## src/rtl/ossc_pkg.sv

```systemverilog
// ----------------------------------------------------------------------------
// Obstacle steer slew controller package
// Field widths, steering constants, command and register index codes.
// ----------------------------------------------------------------------------
package ossc_pkg;

  localparam int unsigned PWM_W      = 11;
  localparam int unsigned DIST_W     = 16;
  localparam int unsigned CX_W       = 10;
  localparam int unsigned GAIN_W     = 16;
  localparam int unsigned CFG_IDX_W  = 2;
  localparam int unsigned CFG_DATA_W = 16;
  localparam int unsigned TGT_W      = 28;
  localparam int unsigned DIFF_W     = 29;
  localparam int unsigned NEXT_W     = 21;
  localparam int unsigned ERR_W      = 11;
  localparam int unsigned PROD_W     = 27;
  localparam int unsigned OFS_W      = 13;

  localparam logic [PWM_W-1:0]  PWM_LEFT      = 11'd1840;
  localparam logic [PWM_W-1:0]  PWM_RIGHT     = 11'd1560;
  localparam logic [PWM_W-1:0]  PWM_MIN       = 11'd1500;
  localparam logic [PWM_W-1:0]  PWM_MAX       = 11'd1900;
  localparam logic [PWM_W-1:0]  PWM_RESET     = 11'd1700;
  localparam logic [DIST_W-1:0] NEAR_RESET    = 16'd1500;
  localparam logic [DIST_W-1:0] FOLLOW_RESET  = 16'd4000;
  localparam logic [GAIN_W-1:0] GAIN_RESET    = 16'd256;
  localparam logic [DIST_W:0]   FLIP_DELTA_MM = 17'd1200;

  localparam logic signed [ERR_W-1:0]  FRAME_CENTER  = 11'sd320;
  localparam logic signed [OFS_W-1:0]  NO_OBJ_OFFSET = 13'sd100;
  localparam logic signed [DIFF_W-1:0] SLEW_DEAD_Q8  = 29'sd1024;
  localparam logic signed [NEXT_W-1:0] SLEW_STEP     = 21'sd3;

  typedef enum logic {
    CMD_ENTRY = 1'b0,
    CMD_TICK  = 1'b1
  } cmd_t;

  typedef enum logic [CFG_IDX_W-1:0] {
    CFG_MIDDLE_PWM = 2'd0,
    CFG_NEAR_MM    = 2'd1,
    CFG_FOLLOW_MM  = 2'd2,
    CFG_GAIN_Q8    = 2'd3
  } cfg_idx_t;

endpackage

```

## src/rtl/obstacle_steer_slew_controller_core.sv

```systemverilog
// ----------------------------------------------------------------------------
// Obstacle steer slew controller core
// Nearest obstacle tracking and slew limited steering pulse width per tick.
// An accepted request is held in the request register and its result in the
// result register. Throughput: 1 request per cycle unless a held result stalls
// on out_ready, set by the tick update of the steering state.
// Reset (synchronous, rst_n low): registers to defaults, steering 1700,
// left preference, entry selection empty, both channels empty.
// ----------------------------------------------------------------------------
module obstacle_steer_slew_controller_core (
  input  logic                                  clk,
  input  logic                                  rst_n,
  input  logic                                  cfg_we,
  input  logic [ossc_pkg::CFG_IDX_W-1:0]        cfg_index,
  input  logic [ossc_pkg::CFG_DATA_W-1:0]       cfg_data,
  input  logic                                  in_valid,
  output logic                                  in_ready,
  input  logic                                  in_cmd,
  input  logic [ossc_pkg::DIST_W-1:0]           in_obj_distance_mm,
  input  logic [ossc_pkg::CX_W-1:0]             in_obj_center_x,
  input  logic                                  in_auto_mode,
  output logic                                  out_valid,
  input  logic                                  out_ready,
  output logic [ossc_pkg::PWM_W-1:0]            out_steer_pwm,
  output logic                                  out_turn_left
);

  // configuration
  logic [ossc_pkg::PWM_W-1:0]         middle_pwm_r;
  logic [ossc_pkg::DIST_W-1:0]        near_mm_r;
  logic [ossc_pkg::DIST_W-1:0]        follow_mm_r;
  logic signed [ossc_pkg::GAIN_W-1:0] gain_r;

  // request register
  logic                               req_valid_r;
  logic                               req_cmd_r;
  logic [ossc_pkg::DIST_W-1:0]        req_dist_r;
  logic [ossc_pkg::CX_W-1:0]          req_cx_r;
  logic                               req_auto_r;

  // steering state
  logic [ossc_pkg::PWM_W-1:0]  steer_r, steer_nxt;
  logic [ossc_pkg::DIST_W-1:0] last_dist_r, last_dist_nxt;
  logic                        prefer_left_r, prefer_left_nxt;
  logic [ossc_pkg::PWM_W-1:0]  remembered_r, remembered_nxt;
  logic [ossc_pkg::DIST_W-1:0] best_dist_r, best_dist_nxt;
  logic [ossc_pkg::CX_W-1:0]   best_cx_r, best_cx_nxt;
  logic                        entry_seen_r, entry_seen_nxt;

  // result register
  logic                        out_valid_r;
  logic [ossc_pkg::PWM_W-1:0]  out_pwm_r;
  logic                        out_left_r;

  logic                        is_tick;
  logic                        produces;
  logic                        advance;

  logic [ossc_pkg::DIST_W-1:0]        d_sel;
  logic                               flip;
  logic                               pref_tick;
  logic signed [ossc_pkg::ERR_W-1:0]  err;
  logic signed [ossc_pkg::PROD_W-1:0] err_ext;
  logic signed [ossc_pkg::PROD_W-1:0] gain_ext;
  logic signed [ossc_pkg::PROD_W-1:0] prod;
  logic signed [ossc_pkg::TGT_W-1:0]  follow_q8;
  logic signed [ossc_pkg::TGT_W-1:0]  fixed_q8;
  logic signed [ossc_pkg::OFS_W-1:0]  noobj_tgt;
  logic signed [ossc_pkg::TGT_W-1:0]  noobj_q8;
  logic signed [ossc_pkg::TGT_W-1:0]  target_q8;
  logic                               slew_en;
  logic signed [ossc_pkg::DIFF_W-1:0] diff;
  logic signed [ossc_pkg::NEXT_W-1:0] cur_ext;
  logic signed [ossc_pkg::NEXT_W-1:0] next_raw;
  logic [ossc_pkg::PWM_W-1:0]         slewed;

  assign is_tick  = (req_cmd_r == ossc_pkg::CMD_TICK);
  assign produces = req_valid_r && is_tick && req_auto_r;
  assign advance  = req_valid_r && (!produces || !out_valid_r || out_ready);
  assign in_ready = !req_valid_r || advance;

  // tick arithmetic
  assign d_sel     = (best_dist_r != '0) ? best_dist_r : last_dist_r;
  assign flip      = ({1'b0, d_sel} > ({1'b0, last_dist_r} + ossc_pkg::FLIP_DELTA_MM));
  assign pref_tick = prefer_left_r ^ flip;

  assign err       = ossc_pkg::FRAME_CENTER - $signed({1'b0, best_cx_r});
  assign err_ext   = {{(ossc_pkg::PROD_W-ossc_pkg::ERR_W){err[ossc_pkg::ERR_W-1]}}, err};
  assign gain_ext  = {{(ossc_pkg::PROD_W-ossc_pkg::GAIN_W){gain_r[ossc_pkg::GAIN_W-1]}},
                      gain_r};
  assign prod      = err_ext * gain_ext;
  assign follow_q8 = $signed({9'b0, middle_pwm_r, 8'b0})
                   + $signed({prod[ossc_pkg::PROD_W-1], prod});
  assign fixed_q8  = pref_tick ? $signed({9'b0, ossc_pkg::PWM_LEFT, 8'b0})
                               : $signed({9'b0, ossc_pkg::PWM_RIGHT, 8'b0});

  always_comb begin
    noobj_tgt = $signed({2'b0, middle_pwm_r});
    if (remembered_r < middle_pwm_r) begin
      noobj_tgt = $signed({2'b0, middle_pwm_r}) + ossc_pkg::NO_OBJ_OFFSET;
    end else if (remembered_r > middle_pwm_r) begin
      noobj_tgt = $signed({2'b0, middle_pwm_r}) - ossc_pkg::NO_OBJ_OFFSET;
    end
  end
  assign noobj_q8 = $signed({{7{noobj_tgt[ossc_pkg::OFS_W-1]}}, noobj_tgt, 8'b0});

  always_comb begin
    slew_en   = 1'b1;
    target_q8 = noobj_q8;
    if (entry_seen_r) begin
      if (d_sel < near_mm_r) begin
        target_q8 = fixed_q8;
      end else if (d_sel < follow_mm_r && d_sel > near_mm_r) begin
        target_q8 = follow_q8;
      end else begin
        slew_en = 1'b0;
      end
    end
  end

  // slew and clamp
  assign diff    = $signed({target_q8[ossc_pkg::TGT_W-1], target_q8})
                 - $signed({10'b0, steer_r, 8'b0});
  assign cur_ext = $signed({10'b0, steer_r});

  always_comb begin
    if (diff > ossc_pkg::SLEW_DEAD_Q8) begin
      next_raw = cur_ext + ossc_pkg::SLEW_STEP;
    end else if (diff < -ossc_pkg::SLEW_DEAD_Q8) begin
      next_raw = cur_ext - ossc_pkg::SLEW_STEP;
    end else begin
      next_raw = $signed({target_q8[ossc_pkg::TGT_W-1], target_q8[ossc_pkg::TGT_W-1:8]});
    end
    if (next_raw > $signed({10'b0, ossc_pkg::PWM_MAX})) begin
      slewed = ossc_pkg::PWM_MAX;
    end else if (next_raw < $signed({10'b0, ossc_pkg::PWM_MIN})) begin
      slewed = ossc_pkg::PWM_MIN;
    end else begin
      slewed = next_raw[ossc_pkg::PWM_W-1:0];
    end
  end

  // state update
  always_comb begin
    steer_nxt       = steer_r;
    last_dist_nxt   = last_dist_r;
    prefer_left_nxt = prefer_left_r;
    remembered_nxt  = remembered_r;
    best_dist_nxt   = best_dist_r;
    best_cx_nxt     = best_cx_r;
    entry_seen_nxt  = entry_seen_r;
    if (advance) begin
      if (!is_tick) begin
        if (!entry_seen_r || (req_dist_r != '0 && req_dist_r < best_dist_r)) begin
          best_dist_nxt  = req_dist_r;
          best_cx_nxt    = req_cx_r;
          entry_seen_nxt = 1'b1;
        end
      end else begin
        entry_seen_nxt = 1'b0;
        if (req_auto_r) begin
          if (slew_en) begin
            steer_nxt = slewed;
          end
          if (entry_seen_r) begin
            prefer_left_nxt = pref_tick;
            last_dist_nxt   = d_sel;
            remembered_nxt  = slew_en ? slewed : steer_r;
          end
        end
      end
    end
  end

  always_ff @(posedge clk) begin
    if (!rst_n) begin
      middle_pwm_r <= ossc_pkg::PWM_RESET;
      near_mm_r    <= ossc_pkg::NEAR_RESET;
      follow_mm_r  <= ossc_pkg::FOLLOW_RESET;
      gain_r       <= ossc_pkg::GAIN_RESET;
    end else if (cfg_we) begin
      unique case (ossc_pkg::cfg_idx_t'(cfg_index))
        ossc_pkg::CFG_MIDDLE_PWM: middle_pwm_r <= cfg_data[ossc_pkg::PWM_W-1:0];
        ossc_pkg::CFG_NEAR_MM:    near_mm_r    <= cfg_data;
        ossc_pkg::CFG_FOLLOW_MM:  follow_mm_r  <= cfg_data;
        ossc_pkg::CFG_GAIN_Q8:    gain_r       <= cfg_data;
        default: ;
      endcase
    end
  end

  always_ff @(posedge clk) begin
    if (!rst_n) begin
      req_valid_r   <= 1'b0;
      out_valid_r   <= 1'b0;
      steer_r       <= ossc_pkg::PWM_RESET;
      last_dist_r   <= '0;
      prefer_left_r <= 1'b1;
      remembered_r  <= ossc_pkg::PWM_RESET;
      best_dist_r   <= '0;
      best_cx_r     <= '0;
      entry_seen_r  <= 1'b0;
    end else begin
      if (in_valid && in_ready) begin
        req_valid_r <= 1'b1;
      end else if (advance) begin
        req_valid_r <= 1'b0;
      end
      if (advance && produces) begin
        out_valid_r <= 1'b1;
      end else if (out_ready) begin
        out_valid_r <= 1'b0;
      end
      steer_r       <= steer_nxt;
      last_dist_r   <= last_dist_nxt;
      prefer_left_r <= prefer_left_nxt;
      remembered_r  <= remembered_nxt;
      best_dist_r   <= best_dist_nxt;
      best_cx_r     <= best_cx_nxt;
      entry_seen_r  <= entry_seen_nxt;
    end
  end

  always_ff @(posedge clk) begin
    if (in_valid && in_ready) begin
      req_cmd_r  <= in_cmd;
      req_dist_r <= in_obj_distance_mm;
      req_cx_r   <= in_obj_center_x;
      req_auto_r <= in_auto_mode;
    end
    if (advance && produces) begin
      out_pwm_r  <= steer_nxt;
      out_left_r <= prefer_left_nxt;
    end
  end

  assign out_valid     = out_valid_r;
  assign out_steer_pwm = out_pwm_r;
  assign out_turn_left = out_left_r;

endmodule

```

## config.mk

```make
export PLATFORM = sky130hd
export DESIGN_NAME = obstacle_steer_slew_controller_core
export DESIGN_NICKNAME = d
export VERILOG_FILES = /design/src/rtl/ossc_pkg.sv /design/src/rtl/obstacle_steer_slew_controller_core.sv
export SDC_FILE = /design/constraint.sdc
export NUM_CORES = 1
export LEC_CHECK = 0
export BUFFER_PORTS_ARGS = -buffer_cell sky130_fd_sc_hd__buf_2
export CORE_MARGIN = 2
export CORE_UTILIZATION = 48
export DETAILED_ROUTE_END_ITERATION = 6
export GPL_ROUTABILITY_DRIVEN = 0
export SKIP_CTS_REPAIR_TIMING = 1
export SYNTH_ARGS = -nofsm -noshare
export SYNTH_HDL_FRONTEND = slang
export SYNTH_SLANG_ARGS = --single-unit
```

## constraint.sdc

```tcl
create_clock -name clk -period 23.5 [get_ports clk]
set_input_delay 7.05 -clock clk [delete_from_list [all_inputs] [get_ports clk]]
set_output_delay 7.05 -clock clk [all_outputs]
set_load 0.05 [all_outputs]
```

==> metrics.md <==
| Metric | Value |
|---|---|
| Antenna Nets Post-Route | 0 |
| Final core occ | 52.42% |
| Skew-Pair Late Insertion Delay | 0.45 ns |
| Synthesized area per cell | 8.493 sq um |
| Mux contribution to synthesized area | 1.914% |
| Asr flop ratio synth | 0% |
| Synth Cell Area | 0.01791 sq mm |
| VDD IR-drop max | 78.48 uV |
| Final std cells w/o fill | 2604 |
| Post-DP HPWL | 38.13 mm |
| Area growth from synthesis to layout | 7.412% |
| CTS Root Cell | clkbuf_16 |
| DR WL met2 | 23.70 mm |
| Ant diodes | 0 |
| Worst setup EP type | output port |
| Metal3 WL | 1.791 mm |
| Layout cells sized above 1 | 8.287% |
| Clock slew seen by the registers of the worst setup and hold paths | 0.07 ns |
| P per Cell Area | 59.99 mW/mm^2 |
| Rel. slew slack | 27.08% |
| Worst hold slack | 0.4555 ns |
| Final WL | 47.87 mm |
| Data required time of the worst path | 16.45 ns |
| FF-to-FF setup slack | 10.93 ns |
| Minimum clock period | 14.90 ns |
| First-pass GRT wire length | 78.50 mm |
| # fillers | 3439 |
| R2R Path End | out_steer_pwm[8]$_DFFE_PP_ |
| Initial antenna violation count | 0 |
| Setup WS pre-CTS | 8.594 ns |
| Register bit count reported by yosys | 167 |
| Number of max-slew violations in the final report | 0 |
| DP Area | 0.01864 sq mm |
| Area of the multi-input gates | 0.01272 sq mm |
| Worst slew pin tran | 1.088 ns |
| Hold path cells | 2 |
| FF-to-FF Start | best_cx_r[0]$_SDFFE_PN0P_ |
| RSZ-0062 raised after global routing | false |
| TritonCTS clock tree | done |
| Starting Density | 48.81% |
| Outcome | finished clean |
| Final instance area | 0.01924 sq mm |
| Synthesized-area fraction occupied by adder cells | 31.00% |
| Vias in the first global route | 14870 |
| Rows | 70 |
| Die area | 0.03888 sq mm |
| DR DRC count | 0 |
| Initial drt markers | 847 |
| Largest net degree at the start of global routing | 51 |
| Count of final setup violators | 0 |
| Final worst path period share | 63.41% |
| Setup tns final | 0 ns |
| Worst hold start | middle_pwm_r[1]$_SDFFE_PN0P_ |
| Core ar. | 0.03670 sq mm |
| Via count | 14790 |
| Nets@finish | 2511 |
| Combinational family with the most area after synthesis | adder cells |
| Final Hold Viols | 0 |
| Register area | 0.003744 sq mm |
| Sequential cell area fraction in the yosys report | 20.90% |
| Compound-Gate Fraction of Synth Area | 15.05% |
| Die width | 197.2 microns |
| Vias per cell | 5.678 |
| Max clock buf depth | 2 |
| Clock sinks | 167 |
| H-tree depth | 4 |
| DR pass1 iterations | 5 |
| Synth Area in Simple Gates | 19.16% |
| Worst Hold Path EP | middle_pwm_r[1]$_SDFFE_PN0P_ |
| Setup ws final | 8.599 ns |
| Yosys warnings | 0 |
| Die H | 197.2 microns |
| Synth Instances | 2109 |
| Post-synth EDFFs | 40 |
| Crit-path max FO | 4 |
| I/O Buffers | 64 |
| CP Class | in -> out |
| CP Launch Type | input port |
| Total congestion overflow | 0 |
| Library cells used by synthesis | 100 |
| Power, Total | 1.154 mW |
| Max Used Layer | met4 |
| Syn Nets | 2497 |
| Reg2reg path depth | 39 |
| Fmax | 67.11 MHz |
| Inst Count DP | 2572 |
| XOR/XNOR Fraction of Synth Area | 3.619% |
| TritonCTS Buffers | 17 |
| Worst hold-check path type | reg -> reg |
| Num ports | 65 |
| Maxcap violations | 0 |
| Layout Skew | 0.01220 ns |
| WL/cell | 18.38 microns |
| Leak | 8.529 nW |
| Gr usage total | 25.70% |
| Metal1 wirelength | 21.14 mm |
| Top FF cell, synth | dfxtp_1 |
| CP arrival | 7.85 ns |
## sequential cells by signal, summed over array words and instances (netlist names)
signal	cells
req_auto_r	1
out_valid	1
best_cx_r	10
follow_mm_r	16
out_steer_pwm	11
steer_r	11
near_mm_r	16
last_dist_r	16
req_cx_r	10
req_dist_r	16
entry_seen_r	1
prefer_left_r	1
gain_r	16
middle_pwm_r	11
is_tick	1
req_valid_r	1
best_dist_r	16
remembered_r	11
out_turn_left	1
## layer usage
layer	global-route usage, %	up-vias
met1	32.89	7331
met2	45.06	289
met3	3.500	80
met5	0	-
met4	7.937	0
li1	-	7086
## cells in the mapped netlist, types with 14 or more instances
cell | count | area, sq um
xor2_1 | 24 | 210.2
dfxtp_1 | 127 | 2542
clkbuf_1 | 70 | 262.8
nand4_1 | 18 | 112.6
mux2i_1 | 32 | 320.3
nor4_1 | 19 | 118.9
a31oi_1 | 14 | 87.58
nor3_1 | 39 | 195.2
edfxtp_1 | 40 | 1201
a21oi_1 | 126 | 630.6
fa_1 | 178 | 3563
and2_1 | 49 | 306.5
o21ai_0 | 43 | 215.2
ha_1 | 159 | 1989
nand3_1 | 38 | 190.2
xnor2_1 | 50 | 437.9
or2_2 | 19 | 118.9
nor2_1 | 93 | 349.1
nor2b_1 | 37 | 231.5
nand2b_1 | 14 | 87.58
a21o_1 | 28 | 210.2
o211ai_1 | 31 | 232.7
nand2_1 | 324 | 1216
inv_1 | 306 | 1149
## critical path: stages
cell	delay [ns]
buf_2	0.10
nand2b_1	0.14
or2_2	0.33
buf_2	0.22
## cells by family after synthesis
family                     after synthesis
and+or+nand+nor                        711
AOI/OAI and AO/OA                      395
buffers and inverters                  391
adders and majority gates              337
DFF                                    167
xor gates and xnor gates                74
muxes                                   34
## worst max-delay path by stage
| stage | start | end | slack, ns | cells after the start |
|---|---|---|---|---|
| after global placement | out_ready | in_ready | 8.61 | 4 |
| after CTS | out_ready | in_ready | 8.59 | 4 |
| after detailed placement | out_ready | in_ready | 8.59 | 4 |
| after global routing | out_ready | in_ready | 8.56 | 4 |
| final | out_ready | in_ready | 8.60 | 4 |
| after floorplan | out_ready | in_ready | 8.82 | 2 |
## area by class of cell
type | instances | area share, %
tap | 468 | 3.044
multi-input combinational | 1551 | 66.14
sequential | 167 | 19.46
timing repair buffer | 79 | 2.250
clock inverter | 15 | 0.9105
inverter | 307 | 5.990
clock buffer | 17 | 2.211
## report_power, final
group | leakage [nW] | internal [mW] | total [mW] | switching, mW
registers | 1.40 | 0.305 | 0.318 | 0.0138
clock network | 0.294 | 0.144 | 0.284 | 0.140
logic | 6.83 | 0.200 | 0.551 | 0.352
total | 8.53 | 0.648 | 1.15 | 0.506
## placed cells by master, fill, tap and decap left out, drive strengths merged, types with 43 or more instances in the layout
| master | instances |
|---|---|
| buf | 79 |
| nor3 | 43 |
| nor2 | 94 |
| ha | 159 |
| o21ai | 57 |
| nand2 | 325 |
| dfxtp | 127 |
| fa | 178 |
| a21oi | 127 |
| xnor2 | 50 |
| and2 | 50 |
| inv | 315 |
Note: power is estimated with default switching activity, not from simulation.
